## config.mk

```make
export PLATFORM = sky130hd
export DESIGN_NAME = clock_calendar_tick
export DESIGN_NICKNAME = d
export VERILOG_FILES = /design/src/sv/ccal_pkg.sv /design/src/sv/clock_calendar_tick.sv
export SDC_FILE = /design/constraint.sdc
export NUM_CORES = 1
export LEC_CHECK = 0
export ABC_AREA = 1
export BUFFER_PORTS_ARGS = -buffer_cell sky130_fd_sc_hd__buf_2
export CAP_MARGIN = 0
export CORE_MARGIN = 4
export CORE_UTILIZATION = 56
export DETAILED_ROUTE_END_ITERATION = 8
export PLACE_DENSITY = 0.75
export SYNTH_ARGS = -nofsm -noshare
export SYNTH_HDL_FRONTEND = slang
export SYNTH_SLANG_ARGS = --single-unit
```

## constraint.sdc

```tcl
create_clock -name clock -period 38.6 [get_ports clock]
set_clock_uncertainty 0.1 [all_clocks]
set_input_delay 9.65 -clock clock [delete_from_list [all_inputs] [get_ports clock]]
set_output_delay 9.65 -clock clock [all_outputs]
set_load 0.01 [all_outputs]
```

## src/sv/ccal_pkg.sv

```systemverilog
`timescale 1ns / 1ps
`default_nettype none

package ccal_pkg;

   localparam int YEAR_FIELD_BITS = 16;
   localparam int YEAR_MAX_BITS   = 32;
   localparam int YEAR_BITS_DFLT  = 16;

   localparam logic [5:0]  LAST_SECOND = 6'd59;
   localparam logic [5:0]  LAST_MINUTE = 6'd59;
   localparam logic [4:0]  LAST_HOUR   = 5'd23;
   localparam logic [3:0]  MONTH_JAN   = 4'd1;
   localparam logic [3:0]  MONTH_FEB   = 4'd2;
   localparam logic [3:0]  MONTH_APR   = 4'd4;
   localparam logic [3:0]  MONTH_JUN   = 4'd6;
   localparam logic [3:0]  MONTH_SEP   = 4'd9;
   localparam logic [3:0]  MONTH_NOV   = 4'd11;
   localparam logic [3:0]  MONTH_DEC   = 4'd12;
   localparam logic [4:0]  FIRST_DAY   = 5'd1;
   localparam logic [11:0] MOD25_BIAS  = 12'd1050;

   typedef enum logic {
      CMD_TICK = 1'b0,
      CMD_LOAD = 1'b1
   } cmd_type;

   typedef struct packed {
      cmd_type                     command;
      logic [4:0]                  load_hour;
      logic [5:0]                  load_minute;
      logic [5:0]                  load_second;
      logic [4:0]                  load_day;
      logic [3:0]                  load_month;
      logic [YEAR_FIELD_BITS-1:0]  load_year;
   } req_type;

   typedef struct packed {
      logic [4:0]                  hour;
      logic [5:0]                  minute;
      logic [5:0]                  second;
      logic [4:0]                  day;
      logic [3:0]                  month;
      logic [YEAR_FIELD_BITS-1:0]  year;
      logic                        midnight_rollover;
      logic                        load_rejected;
   } rsp_type;

   // Since 1024 is -1 modulo 25, the year folds into an alternating sum of
   // 10-bit chunks before a small reciprocal step finds the residue.
   function automatic logic is_leap(input logic [YEAR_MAX_BITS-1:0] y);
      logic [11:0] s;
      logic [16:0] prod;
      logic [6:0]  q;
      logic [12:0] r;
      logic [4:0]  m25;
      logic        div25;
      s = MOD25_BIAS + 12'(y[9:0]) + 12'(y[29:20]) - 12'(y[19:10]) - 12'(y[31:30]);
      prod = 17'(s) * 17'd41;
      q = prod[16:10];
      r = 13'(s) - 13'(q) * 13'd25;
      m25 = r[12] ? 5'(r + 13'd25) : 5'(r);
      div25 = (m25 == 5'd0);
      return ((y[1:0] == 2'd0) && !div25) || ((y[3:0] == 4'd0) && div25);
   endfunction

   function automatic logic [4:0] days_in(input logic [3:0] m, input logic leap_year);
      logic [4:0] d;
      case (m) inside
         MONTH_FEB: d = leap_year ? 5'd29 : 5'd28;
         MONTH_APR, MONTH_JUN, MONTH_SEP, MONTH_NOV: d = 5'd30;
         default: d = 5'd31;
      endcase
      return d;
   endfunction

endpackage

`default_nettype wire

```

## src/sv/clock_calendar_tick.sv

```systemverilog
// Channel   Direction  Payload              Handshake
// req_      in         ccal_pkg::req_type   req_valid, req_stall
// rsp_      out        ccal_pkg::rsp_type   rsp_valid, rsp_stall
//
// One beat can be taken in every cycle while req_stall is low. The result
// of a beat appears on the next cycle in the result register, or in the
// skid register while rsp_stall holds the result register. The two-entry
// output buffer raises req_stall only while the skid register is full.
// Synchronous reset sets 00:00:00 on January 1 of year 0 and empties both
// output registers.
`timescale 1ns / 1ps
`default_nettype none

module clock_calendar_tick #(
   parameter int YEAR_BITS = ccal_pkg::YEAR_BITS_DFLT
) (
   input  wire logic              clock,
   input  wire logic              reset,
   input  wire logic              req_valid,
   output logic                   req_stall,
   input  wire ccal_pkg::req_type req_data,
   output logic                   rsp_valid,
   input  wire logic              rsp_stall,
   output ccal_pkg::rsp_type      rsp_data
);

   logic [4:0]           hour_ff,   hour_in;
   logic [5:0]           minute_ff, minute_in;
   logic [5:0]           second_ff, second_in;
   logic [4:0]           day_ff,    day_in;
   logic [3:0]           month_ff,  month_in;
   logic [YEAR_BITS-1:0] year_ff,   year_in;

   ccal_pkg::rsp_type    out_ff, out_in;
   ccal_pkg::rsp_type    skid_ff, skid_in;
   logic                 out_valid_ff, out_valid_in;
   logic                 skid_valid_ff, skid_valid_in;

   logic                 accept;
   logic                 out_free;
   logic                 is_tick;
   logic                 sec_wrap, min_wrap, hour_wrap, midnight;
   logic [4:0]           cur_month_len;
   logic [YEAR_BITS-1:0] load_year_masked;
   logic [4:0]           load_month_len;
   logic                 load_ok;
   ccal_pkg::rsp_type    result;

   assign accept    = req_valid && !req_stall;
   assign req_stall = skid_valid_ff;
   assign out_free  = !out_valid_ff || !rsp_stall;
   assign rsp_valid = out_valid_ff;
   assign rsp_data  = out_ff;

   assign is_tick   = (req_data.command == ccal_pkg::CMD_TICK);
   assign sec_wrap  = (second_ff == ccal_pkg::LAST_SECOND);
   assign min_wrap  = (minute_ff == ccal_pkg::LAST_MINUTE);
   assign hour_wrap = (hour_ff == ccal_pkg::LAST_HOUR);
   assign midnight  = is_tick && sec_wrap && min_wrap && hour_wrap;

   assign cur_month_len = ccal_pkg::days_in(month_ff,
      ccal_pkg::is_leap(ccal_pkg::YEAR_MAX_BITS'(year_ff)));

   assign load_year_masked = YEAR_BITS'(req_data.load_year);
   assign load_month_len   = ccal_pkg::days_in(req_data.load_month,
      ccal_pkg::is_leap(ccal_pkg::YEAR_MAX_BITS'(load_year_masked)));

   assign load_ok = (req_data.load_hour <= ccal_pkg::LAST_HOUR)
                 && (req_data.load_minute <= ccal_pkg::LAST_MINUTE)
                 && (req_data.load_second <= ccal_pkg::LAST_SECOND)
                 && (req_data.load_month >= ccal_pkg::MONTH_JAN)
                 && (req_data.load_month <= ccal_pkg::MONTH_DEC)
                 && (req_data.load_day >= ccal_pkg::FIRST_DAY)
                 && (req_data.load_day <= load_month_len);

   always_comb begin
      hour_in   = hour_ff;
      minute_in = minute_ff;
      second_in = second_ff;
      day_in    = day_ff;
      month_in  = month_ff;
      year_in   = year_ff;
      if (is_tick) begin
         second_in = sec_wrap ? 6'd0 : second_ff + 6'd1;
         if (sec_wrap) begin
            minute_in = min_wrap ? 6'd0 : minute_ff + 6'd1;
            if (min_wrap) begin
               hour_in = hour_wrap ? 5'd0 : hour_ff + 5'd1;
               if (hour_wrap) begin
                  if (day_ff < cur_month_len) begin
                     day_in = day_ff + 5'd1;
                  end else if (month_ff == ccal_pkg::MONTH_DEC) begin
                     day_in   = ccal_pkg::FIRST_DAY;
                     month_in = ccal_pkg::MONTH_JAN;
                     year_in  = year_ff + YEAR_BITS'(1);
                  end else begin
                     day_in   = ccal_pkg::FIRST_DAY;
                     month_in = month_ff + 4'd1;
                  end
               end
            end
         end
      end else if (load_ok) begin
         hour_in   = req_data.load_hour;
         minute_in = req_data.load_minute;
         second_in = req_data.load_second;
         day_in    = req_data.load_day;
         month_in  = req_data.load_month;
         year_in   = load_year_masked;
      end
   end

   always_comb begin
      result.hour              = hour_in;
      result.minute            = minute_in;
      result.second            = second_in;
      result.day               = day_in;
      result.month             = month_in;
      result.year              = ccal_pkg::YEAR_FIELD_BITS'(year_in);
      result.midnight_rollover = midnight;
      result.load_rejected     = !is_tick && !load_ok;
   end

   always_comb begin
      out_in        = out_ff;
      skid_in       = skid_ff;
      out_valid_in  = out_valid_ff && rsp_stall;
      skid_valid_in = skid_valid_ff;
      if (out_free) begin
         if (skid_valid_ff) begin
            out_in        = skid_ff;
            out_valid_in  = 1'b1;
            skid_valid_in = 1'b0;
         end else if (accept) begin
            out_in       = result;
            out_valid_in = 1'b1;
         end
      end else if (accept) begin
         skid_in       = result;
         skid_valid_in = 1'b1;
      end
   end

   always_ff @(posedge clock) begin
      if (reset) begin
         hour_ff       <= 5'd0;
         minute_ff     <= 6'd0;
         second_ff     <= 6'd0;
         day_ff        <= ccal_pkg::FIRST_DAY;
         month_ff      <= ccal_pkg::MONTH_JAN;
         year_ff       <= '0;
         out_valid_ff  <= 1'b0;
         skid_valid_ff <= 1'b0;
      end else begin
         if (accept) begin
            hour_ff   <= hour_in;
            minute_ff <= minute_in;
            second_ff <= second_in;
            day_ff    <= day_in;
            month_ff  <= month_in;
            year_ff   <= year_in;
         end
         out_valid_ff  <= out_valid_in;
         skid_valid_ff <= skid_valid_in;
      end
   end

   always_ff @(posedge clock) begin
      out_ff  <= out_in;
      skid_ff <= skid_in;
   end

   a_skid_needs_out: assert property (@(posedge clock) disable iff (reset)
      skid_valid_ff |-> out_valid_ff)
      else $error("Skid register holds a beat while the result register is empty.");

   a_time_in_range: assert property (@(posedge clock) disable iff (reset)
      (hour_ff <= ccal_pkg::LAST_HOUR) && (minute_ff <= ccal_pkg::LAST_MINUTE)
      && (second_ff <= ccal_pkg::LAST_SECOND) && (month_ff >= ccal_pkg::MONTH_JAN)
      && (month_ff <= ccal_pkg::MONTH_DEC) && (day_ff >= ccal_pkg::FIRST_DAY))
      else $error("Clock state left its calendar range.");

   a_reject_holds_state: assert property (@(posedge clock) disable iff (reset)
      (accept && !is_tick && !load_ok) |=>
         ($stable(hour_ff) && $stable(minute_ff) && $stable(second_ff)
          && $stable(day_ff) && $stable(month_ff) && $stable(year_ff)))
      else $error("A rejected load changed the clock state.");

   a_midnight_wraps_date: assert property (@(posedge clock) disable iff (reset)
      (accept && midnight) |=>
         (hour_ff == 5'd0) && (minute_ff == 6'd0) && (second_ff == 6'd0)
         && (day_ff == ccal_pkg::FIRST_DAY || day_ff == $past(day_ff) + 5'd1))
      else $error("Midnight tick did not wrap the time and advance the date.");

   a_flags_exclusive: assert property (@(posedge clock) disable iff (reset)
      out_valid_ff |-> !(out_ff.midnight_rollover && out_ff.load_rejected))
      else $error("Result shows both midnight and reject flags.");

endmodule

`default_nettype wire
```

==> Yosys cells after proc, flatten, opt, wreduce, memory -nomap -nowiden <==
Cells that the tools add are included.
{ "classes": {"n_addsub": 14, "mul": 4, "div": 0, "order_cmp": 8, "eq_ne": 14, "shifts": 0, "muxes": 45, "bitwise_logic": 2, "reduce_logical": 37} }
{ "ops": {"columns": ["cell", "n"], "rows": [
  ["$mux W16", 7],
  ["$mux W44", 2],
  ["$mux W5", 14],
  ["$mux W6", 7],
  ["$mul A12 B6 Y17 const B", 2],
  ["$mux W4", 7],
  ["$sub A12 B12 Y13", 2],
  ["$add A11 B10 Y12 const A", 2],
  ["$mul A7 B5 Y12 const B", 2],
  ["$sub A12 B6 Y12", 2],
  ["$eq A4 B4 Y1 const B", 5],
  ["$add A16 B1 Y16 const B", 1],
  ["$eq A4 B3 Y1 const B", 4],
  ["$logic_and A1 B1 Y1", 16],
  ["$add A6 B1 Y6 const B", 2],
  ["$eq A6 B6 Y1 const B", 2],
  ["$le A6 B6 Y1 const B", 2],
  ["$add A5 B1 Y5 const B", 2],
  ["$add A5 B5 Y5 const B", 2],
  ["$logic_not A5 Y1", 2],
  ["$eq A4 B2 Y1 const B", 2],
  ["$logic_not A4 Y1", 2],
  ["$reduce_or A4 Y1", 2],
  ["$mux W1", 7],
  ["16 further kinds", 26]
]} }
{ "word_totals": {"reg_bits": 132, "latchBits": 0, "ramBits": 0, "mem_bits_ro": 0, "inputBits": 47, "mem_count": 0} }

==> Longest topological paths before layout <==
Gate-level depths: netlist of the first run.
{ "logic_depth": {"depth_word": 21, "depth_mapped": 61} }

==> Least setup slack after synthesis of the first run <==
No wires, ideal clock.
{ "synth_path": {"path_type": "in2reg", "from": "in req_data[1] (netlist name)", "to": "reg out_ff, in the netlist rsp_data[27], data pin", "arrival_time_ns": 18.383, "slack_ns": 19.864, "path_stages": 55, "n_path_buf": 2, "path_cell_list": "inv_1 -> ha_1 -> inv_1 -> ha_1 -> inv_1 -> fa_1 -> inv_1 -> a21oi_1 -> o21bai_1 -> nand3_1 -> nand2_1 -> xor2_1 -> ha_1 -> ha_1 -> xnor2_1 -> ha_1 -> ha_1 -> inv_1 -> [... 19 more ...] -> xor2_1 -> a2111oi_0 -> nand3_1 -> nand4_1 -> nand2_1 -> o21ai_0 -> a21oi_1 -> ha_1 -> a211oi_1 -> a21oi_1 -> nand2_1 -> clkbuf_1 -> clkbuf_1 -> a21oi_1 -> o21ai_0 -> o21ai_0 -> nand2_1 -> nand2_1"} }
{ "synth_lines": {"columns": ["element", "line_no", "text"], "rows": [
  ["start: declaration", "clock_calendar_tick.sv:21", "input wire ccal_pkg::req_type req_data,"],
  ["end signal: assignment", "clock_calendar_tick.sv:169", "out_ff <= out_in;"],
  ["end: declaration", "clock_calendar_tick.sv:34", "ccal_pkg::rsp_type out_ff, out_in;"]
]} }

==> Final worst setup path of the first run <==
{ "layout_path": {"from": "in req_data[1] (netlist name)", "to": "reg out_ff, in the netlist rsp_data[41], data pin"} }
{ "layout_via": {"elab_chain_cells": 19, "word_cells_on_any_way": 22, "cone_classes": "4 x add/sub; 2 x mul; 1 x order compare; 7 x mux; 8 x reduce/logical"} }
{ "layout_lines": {"columns": ["element", "line_no", "text"], "rows": [
  ["$add A11 B10 Y12", "ccal_pkg.sv:58", "s = MOD25_BIAS + 12'(y[9:0]) + 12'(y[29:20]) - 12'(y[19:10]) - 12'(y[31:30]);"],
  ["$sub A12 B6 Y12", "ccal_pkg.sv:58", null],
  ["$mul A12 B6 Y17", "ccal_pkg.sv:59", "prod = 17'(s) * 17'd41;"],
  ["$mul A7 B5 Y12", "ccal_pkg.sv:61", "r = 13'(s) - 13'(q) * 13'd25;"],
  ["$sub A12 B12 Y13", "ccal_pkg.sv:61", null],
  ["$add A5 B5 Y5", "ccal_pkg.sv:62", "m25 = r[12] ? 5'(r + 13'd25) : 5'(r);"],
  ["$mux W5", "ccal_pkg.sv:62", null],
  ["$logic_not A5 Y1", "ccal_pkg.sv:63", "div25 = (m25 == 5'd0);"],
  ["[... 4 more ...]", null, null],
  ["$mux W2 (*)", "ccal_pkg.sv:69", "case (m) inside"],
  ["$le A5 B5 Y1 (*)", "clock_calendar_tick.sv:74", "&& (req_data.load_day <= load_month_len);"],
  ["$logic_and A1 B1 Y1 (*)", "clock_calendar_tick.sv:74", null],
  ["$mux W5 (*)", "clock_calendar_tick.sv:103", "end else if (load_ok) begin"],
  ["$mux W5 (*)", "clock_calendar_tick.sv:83", "if (is_tick) begin"],
  ["named net hour_in[2]", "clock_calendar_tick.sv:27", "logic [4:0] hour_ff, hour_in;"],
  ["$mux W44 (*)", "clock_calendar_tick.sv:134", "end else if (accept) begin"],
  ["$mux W44 (*)", "clock_calendar_tick.sv:130", "if (skid_valid_ff) begin"]
]} }
Mark *: on every way through the listed nets, which the timed path passes. The rest lies on a longest branch. The select of a mux whose other input is x is not followed.
A chain may end at the register's enable or synchronous reset.

==> impl_metrics.tcl, run 1 <==
set metrics [dict create \
    htreeDepth 4 \
    setup_viol 0 \
    area.growth.synth_to_final_pct 10.34 \
    cts_tree "done" \
    rsz0062_at_grt "false" \
    die-area_sq_um 23700 \
    grt_pass1_wl_microns 47130 \
    ys_ff_latch 132 \
    critPathRequiredTime_ns 38.67 \
    fin_crit_ns 20.13 \
    vias_per_cell 5.474 \
    gp_congestion 0.9186 \
    num_vias 10067 \
    remaining_drc_errors 0 \
    synth_top_area_cell "edfxtp_1" \
    r2r_setup_slack_ns 28.22 \
    die_h_microns 153.9 \
    dp_cells 1807 \
    cp_common_cell "inv_1" \
    num_rows 53 \
    slew_headroom_pct 24.09 \
    syn-num-nets 1731 \
    slew_violations 0 \
    cts.sinks 132 \
    cpMaxStageDelayCell "fa_1" \
    endpoint "rsp_data[41]" \
    netlist_area_sq_um 11930 \
    hold_buffers 0 \
    drt-initial-drc-count 794 \
    placement.io_buffers 92 \
    rr_endpoint "rsp_data[7]" \
    postCtsSetupRepairBufs 0 \
    synth.avg_cell_area_sq_um 8.081 \
    grt_antenna_before_repair 0 \
    maxCapViolations 0 \
    r2r-start "year_ff[1]" \
    worstSetupEndpointType "register" \
    slowest_delay_ns 0.55 \
    ios 93 \
    core_area_sq_um 20960 \
    drive_above_1_share_pct 11.64 \
    final_cell_count_no_fill 1839 \
    grt_pass1_vias 9643 \
    crit_fanout 59 \
    hpwlAfterDp_microns 21550 \
    synth_top_area_share_pct 22.15 \
    outcome "complete, no violations" \
    ys_types 61 \
    ys.flop_type "edfxtp_1" \
    cts_made_buffers 17 \
    cts_root_buf "clkbuf_16" \
    diodes 0 \
    gr-usage-all-layers_pct 23.92 \
    synth.top_cells.by_area "edfxtp_1 (22%), ha_1 (19%), inv_1 (8.9%)" \
    startpoint_type "primary input" \
    crit_arrival_ns 20.20 \
    overflow 0 \
    clkTransAtPathRegs_ns 0.06 \
    max_freq_mhz 49.69 \
    clk_path_buf_depth 2 \
    clk_latency_ns 0.42 \
    critPathKind "in -> reg" \
    initial_core_util_pct 56.92 \
    reg2regPathDepth 56 \
    ant_nets 0 \
    ys_seq_area_share_pct 29.54 \
    nets 1806 \
    cts.repair.resized 0 \
    synth_edf_count 88 \
    dieWidth_microns 153.9 \
    min_period_over_period_pct 52.14 \
    min_path_type "reg -> reg" \
    wl_microns 28270 \
    yosysWarnings 0 \
    synthArstFlopShare_pct 0 \
    worstSetupStartpoint "req_data[1]" \
    setup_tns_ns 0 \
    hold_viol 0 \
    synth_cells 1476 \
    first_pass_iters 5 \
    grt_start_max_net_pins 67 \
    drt-wirelength-per-cell_microns 15.37 \
    worstMarginPinSlew_ns 1.139 \
]
## routing by layer
| metal | global-route usage [%] | up-vias | part of all wire, % |
|---|---|---|---|
| met5 | 0 | - | 0 |
| met1 | 34.08 | 4615 | 46 |
| met4 | 5.509 | 0 | 1.8 |
| met3 | 5.066 | 49 | 7.4 |
| li1 | - | 5079 | - |
| met2 | 37.52 | 324 | 45 |
## logic make-up after synthesis
group                    after synthesis  share of synthesized area (%)
AO/OA/AOI/OAI                        293                          13.90
XOR/XNOR                              67                          4.983
adder cells (fa/ha/maj)              208                          23.46
buffers and inverters                331                          10.59
flip-flops                           132                          29.54
AND/OR/NAND/NOR                      445                          17.53
## synthesized netlist by cell type, types with 2 or more instances
master and n:
a21oi_1 124, ha_1 182, o21ai_1 15, buf_2 2, dfxtp_1 44, a21oi_2 4
buf_4 2, or2_1 2, nand2_4 2, nand3_1 59, nand4_2 2, nor3_4 2
nand3b_1 2, inv_2 4, o211ai_1 4, nor3b_1 2, edfxtp_1 88, nor2_4 2
buf_1 5, a211oi_1 5, o31ai_1 4, clkbuf_1 33, or2_2 2, xnor2_1 15
and2_1 2, clkinv_1 2, nor3_1 18, nor4_1 5, nand3_2 13, a31oi_1 24
inv_1 282, nand4_1 19, o21ai_2 2, o22ai_1 2, a22oi_1 2, nand2_1 221
o21ai_0 80, nor2_1 77, xor2_1 51, a21o_1 12, fa_1 26, nand2_2 9
o21bai_1 5
## placed cells by master, fill, tap and decap left out, drive strengths merged, types with 2 or more instances in the layout
cell,instances
o31ai,4
nor3b,2
and2,2
a211oi,5
nor3,20
clkbuf,24
buf,99
edfxtp,88
o21bai,5
fa,26
a21oi,129
xor2,51
a31oi,24
ha,182
clkinvlp,5
inv,286
nand4,21
a22oi,2
clkinv,5
o22ai,3
o211ai,5
nor2,80
nand2,233
nand3b,2
nor4,6
or2,4
xnor2,16
nand3,73
dfxtp,44
a21o,12
o21ai,97
## final cells by class
type | instances | area (sq um)
Timing Repair Buffer | 99 | 513.0
Sequential cell | 132 | 3523
Fill cell | 1842 | 7794
Clock buffer | 24 | 481.7
Multi-Input combinational cell | 1013 | 7162
Clock inverter | 8 | 56.30
Inverter | 288 | 1081
Tap cell | 275 | 344.1
## worst min path at each step
| stage | from | to | slack (ns) | depth (start not counted) |
|---|---|---|---|---|
| after floorplan | skid_ff[4] | rsp_data[4] | 0.39 | 2 |
| after global placement | skid_ff[7] | rsp_data[7] | 0.40 | 2 |
| after detailed placement | skid_ff[7] | rsp_data[7] | 0.41 | 2 |
| after CTS | skid_ff[32] | rsp_data[32] | 0.42 | 2 |
| after global routing | skid_ff[41] | rsp_data[41] | 0.44 | 2 |
| final | skid_ff[6] | rsp_data[6] | 0.42 | 2 |
## stage by stage
stage | utilization [%] | instance area (sq um) | hold WS [ns] | setup WS [ns]
floorplan | - | 11930 | 0.3944 | 19.86
global placement | 60.24 | 12620 | 0.4024 | 18.56
detailed placement | 60.24 | 12620 | 0.4059 | 18.13
CTS | 62.81 | 13160 | 0.4205 | 18.54
global route | 62.81 | 13160 | 0.4363 | 17.50
finish | 62.81 | 13160 | 0.4162 | 18.47
## critical path: cells and delay by family
kind | cells | cell delay, ns
buf+inv | 11 | 1.44
compound gates | 13 | 2.29
simple gates | 16 | 2.13
xor+xnor | 4 | 0.98
fa+ha+maj | 11 | 3.69
## state kept, by name, indices dropped and copies added, names as in the netlist, 4 cells and up
signal     flops
second_ff      6
month_ff       4
skid_ff       44
rsp_data      44
hour_ff        5
day_ff         5
year_ff       16
minute_ff      6
Power of run 1 is not shown: default switching activity piles up to over one toggle a cycle in this logic, so the estimate is an artifact.
==> inputs of run 2 (changes only) <==
Settings changed: PLACE_DENSITY 0.75 to 0.78.
Clock period 38.6 ns to 16.33 ns, I/O delays scaled along.
==> run 2 against run 1 <==
Largest cell class unchanged; die area did not move; sequential share of layout area is 0.081 points lower; cell count unchanged; critical path depth down 1; worst setup slack worse by 16 ns; wire length is 0.82% higher; design area grew 0.30%; non-clock buffer count stayed put.
==> impl_metrics.tcl, run 2 (same netlist as run 1, synthesis figures left out) <==
set metrics [dict create \
    first_pass_iters 5 \
    postCtsSetupRepairBufs 0 \
    cts_tree "done" \
    wl_met3_microns 2329 \
    critPathRequiredTime_ns 16.40 \
    htreeDepth 4 \
    gr-usage-all-layers_pct 23.98 \
    num_rows 53 \
    hold_viol 0 \
    dr_wl_met2_microns 12710 \
    cts_root_buf "clkbuf_16" \
    final_common_cell "inv_1" \
    die_h_microns 153.9 \
    slew_headroom_pct 24.55 \
    cts_made_buffers 17 \
    setup_viol 0 \
    overflow 0 \
    nets 1806 \
    gp_congestion 0.8797 \
    ant_nets 0 \
    setup_tns_ns 0 \
    crit_fanout 56 \
    clk_path_buf_depth 2 \
    startpoint_type "primary input" \
    slew_violations 0 \
    ios 93 \
    drt-initial-drc-count 983 \
    outcome "complete, no violations" \
    placement.io_buffers 92 \
    drt-met1-wl_microns 12780 \
    vias_per_cell 5.524 \
    maxCapViolations 0 \
    grt_start_max_net_pins 66 \
    worstSetupEndpointType "register" \
    worstMarginPinSlew_ns 1.132 \
    final_cell_mix "inv_1 (280), nand2_1 (220), ha_1 (182)" \
    top_layer_used "met4" \
    min_path_type "reg -> reg" \
    core_area_sq_um 20960 \
    hold_buffers 0 \
    clkTransAtPathRegs_ns 0.06 \
    drive_above_1_share_pct 11.76 \
    grt_antenna_before_repair 0 \
    remaining_drc_errors 0 \
    rsz0062_at_grt "false" \
    grt_pass1_vias 9596 \
    critPathKind "in -> reg" \
    fin_crit_ns 14.28 \
    crit_arrival_ns 14.36 \
    area.growth.synth_to_final_pct 10.68 \
    die-area_sq_um 23700 \
    num_vias 10158 \
    diodes 0 \
    fillers 1837 \
    drt-wirelength-per-cell_microns 15.50 \
    cts.repair.resized 0 \
    dieWidth_microns 153.9 \
    max_freq_mhz 70.01 \
    r2r_setup_slack_ns 5.94 \
    cts.sinks 132 \
    cpMaxStageDelayCell "xor2_1" \
    wl_microns 28500 \
    min_period_over_period_pct 87.47 \
    hpwlAfterDp_microns 22110 \
    slowest_delay_ns 0.54 \
    clk_latency_ns 0.42 \
    grt_pass1_wl_microns 46980 \
    initial_core_util_pct 56.92 \
]
run 2: per-layer routing:
| layer | vias to the layer above | GRT usage (%) |
|---|---|---|
| met2 | 374 | 37.62 |
| met1 | 4646 | 33.90 |
| met3 | 62 | 4.334 |
| li1 | 5076 | - |
| met4 | 0 | 7.275 |
| met5 | - | 0 |
run 2: worst max-delay path, delay by kind of cell:
kind                       cells  cell delay, ns
and+or+nand+nor               17            2.24
buffers and inverters         10            1.20
AOI/OAI and AO/OA             12            2.15
adders and majority gates     11            3.67
xor gates and xnor gates       4            1.01
run 2: through the flow:
| stage | hold slack [ns] | utilization (%) | cell area, sq um | setup WS [ns] | std cells |
|---|---|---|---|---|---|
| after floorplan | 0.3944 | - | 11930 | 3.162 | 1476 |
| after global placement | 0.4000 | 60.24 | 12620 | 2.065 | 1807 |
| after detailed placement | 0.4032 | 60.24 | 12620 | 1.744 | 1807 |
| after CTS | 0.4176 | 63.00 | 13200 | 2.136 | 1839 |
| after global routing | 0.4413 | 63.00 | 13200 | 1.205 | 1839 |
| final | 0.4148 | 63.00 | 13200 | 2.046 | 1839 |
run 2: cell type report:
class	instances	area, sq um	share of cell area, %
clock buffer	20	456.7	3.459
timing repair buffer	99	513.0	3.886
inverter	288	1081	8.189
sequential	132	3523	26.69
clock inverter	12	121.4	0.9193
tap	275	344.1	2.606
multi-input combinational	1013	7162	54.25
run 2: final timing paths:
kind | startpoint | endpoint | depth (start not counted)
setup / recovery | req_data[1] | rsp_data[3] | 54
hold / removal | skid_ff[7] | rsp_data[7] | 2
setup reg to reg | year_ff[1] | rsp_data[19] | 56
hold reg to reg | skid_ff[7] | rsp_data[7] | 2
Power of run 2 is left out for the same reason.
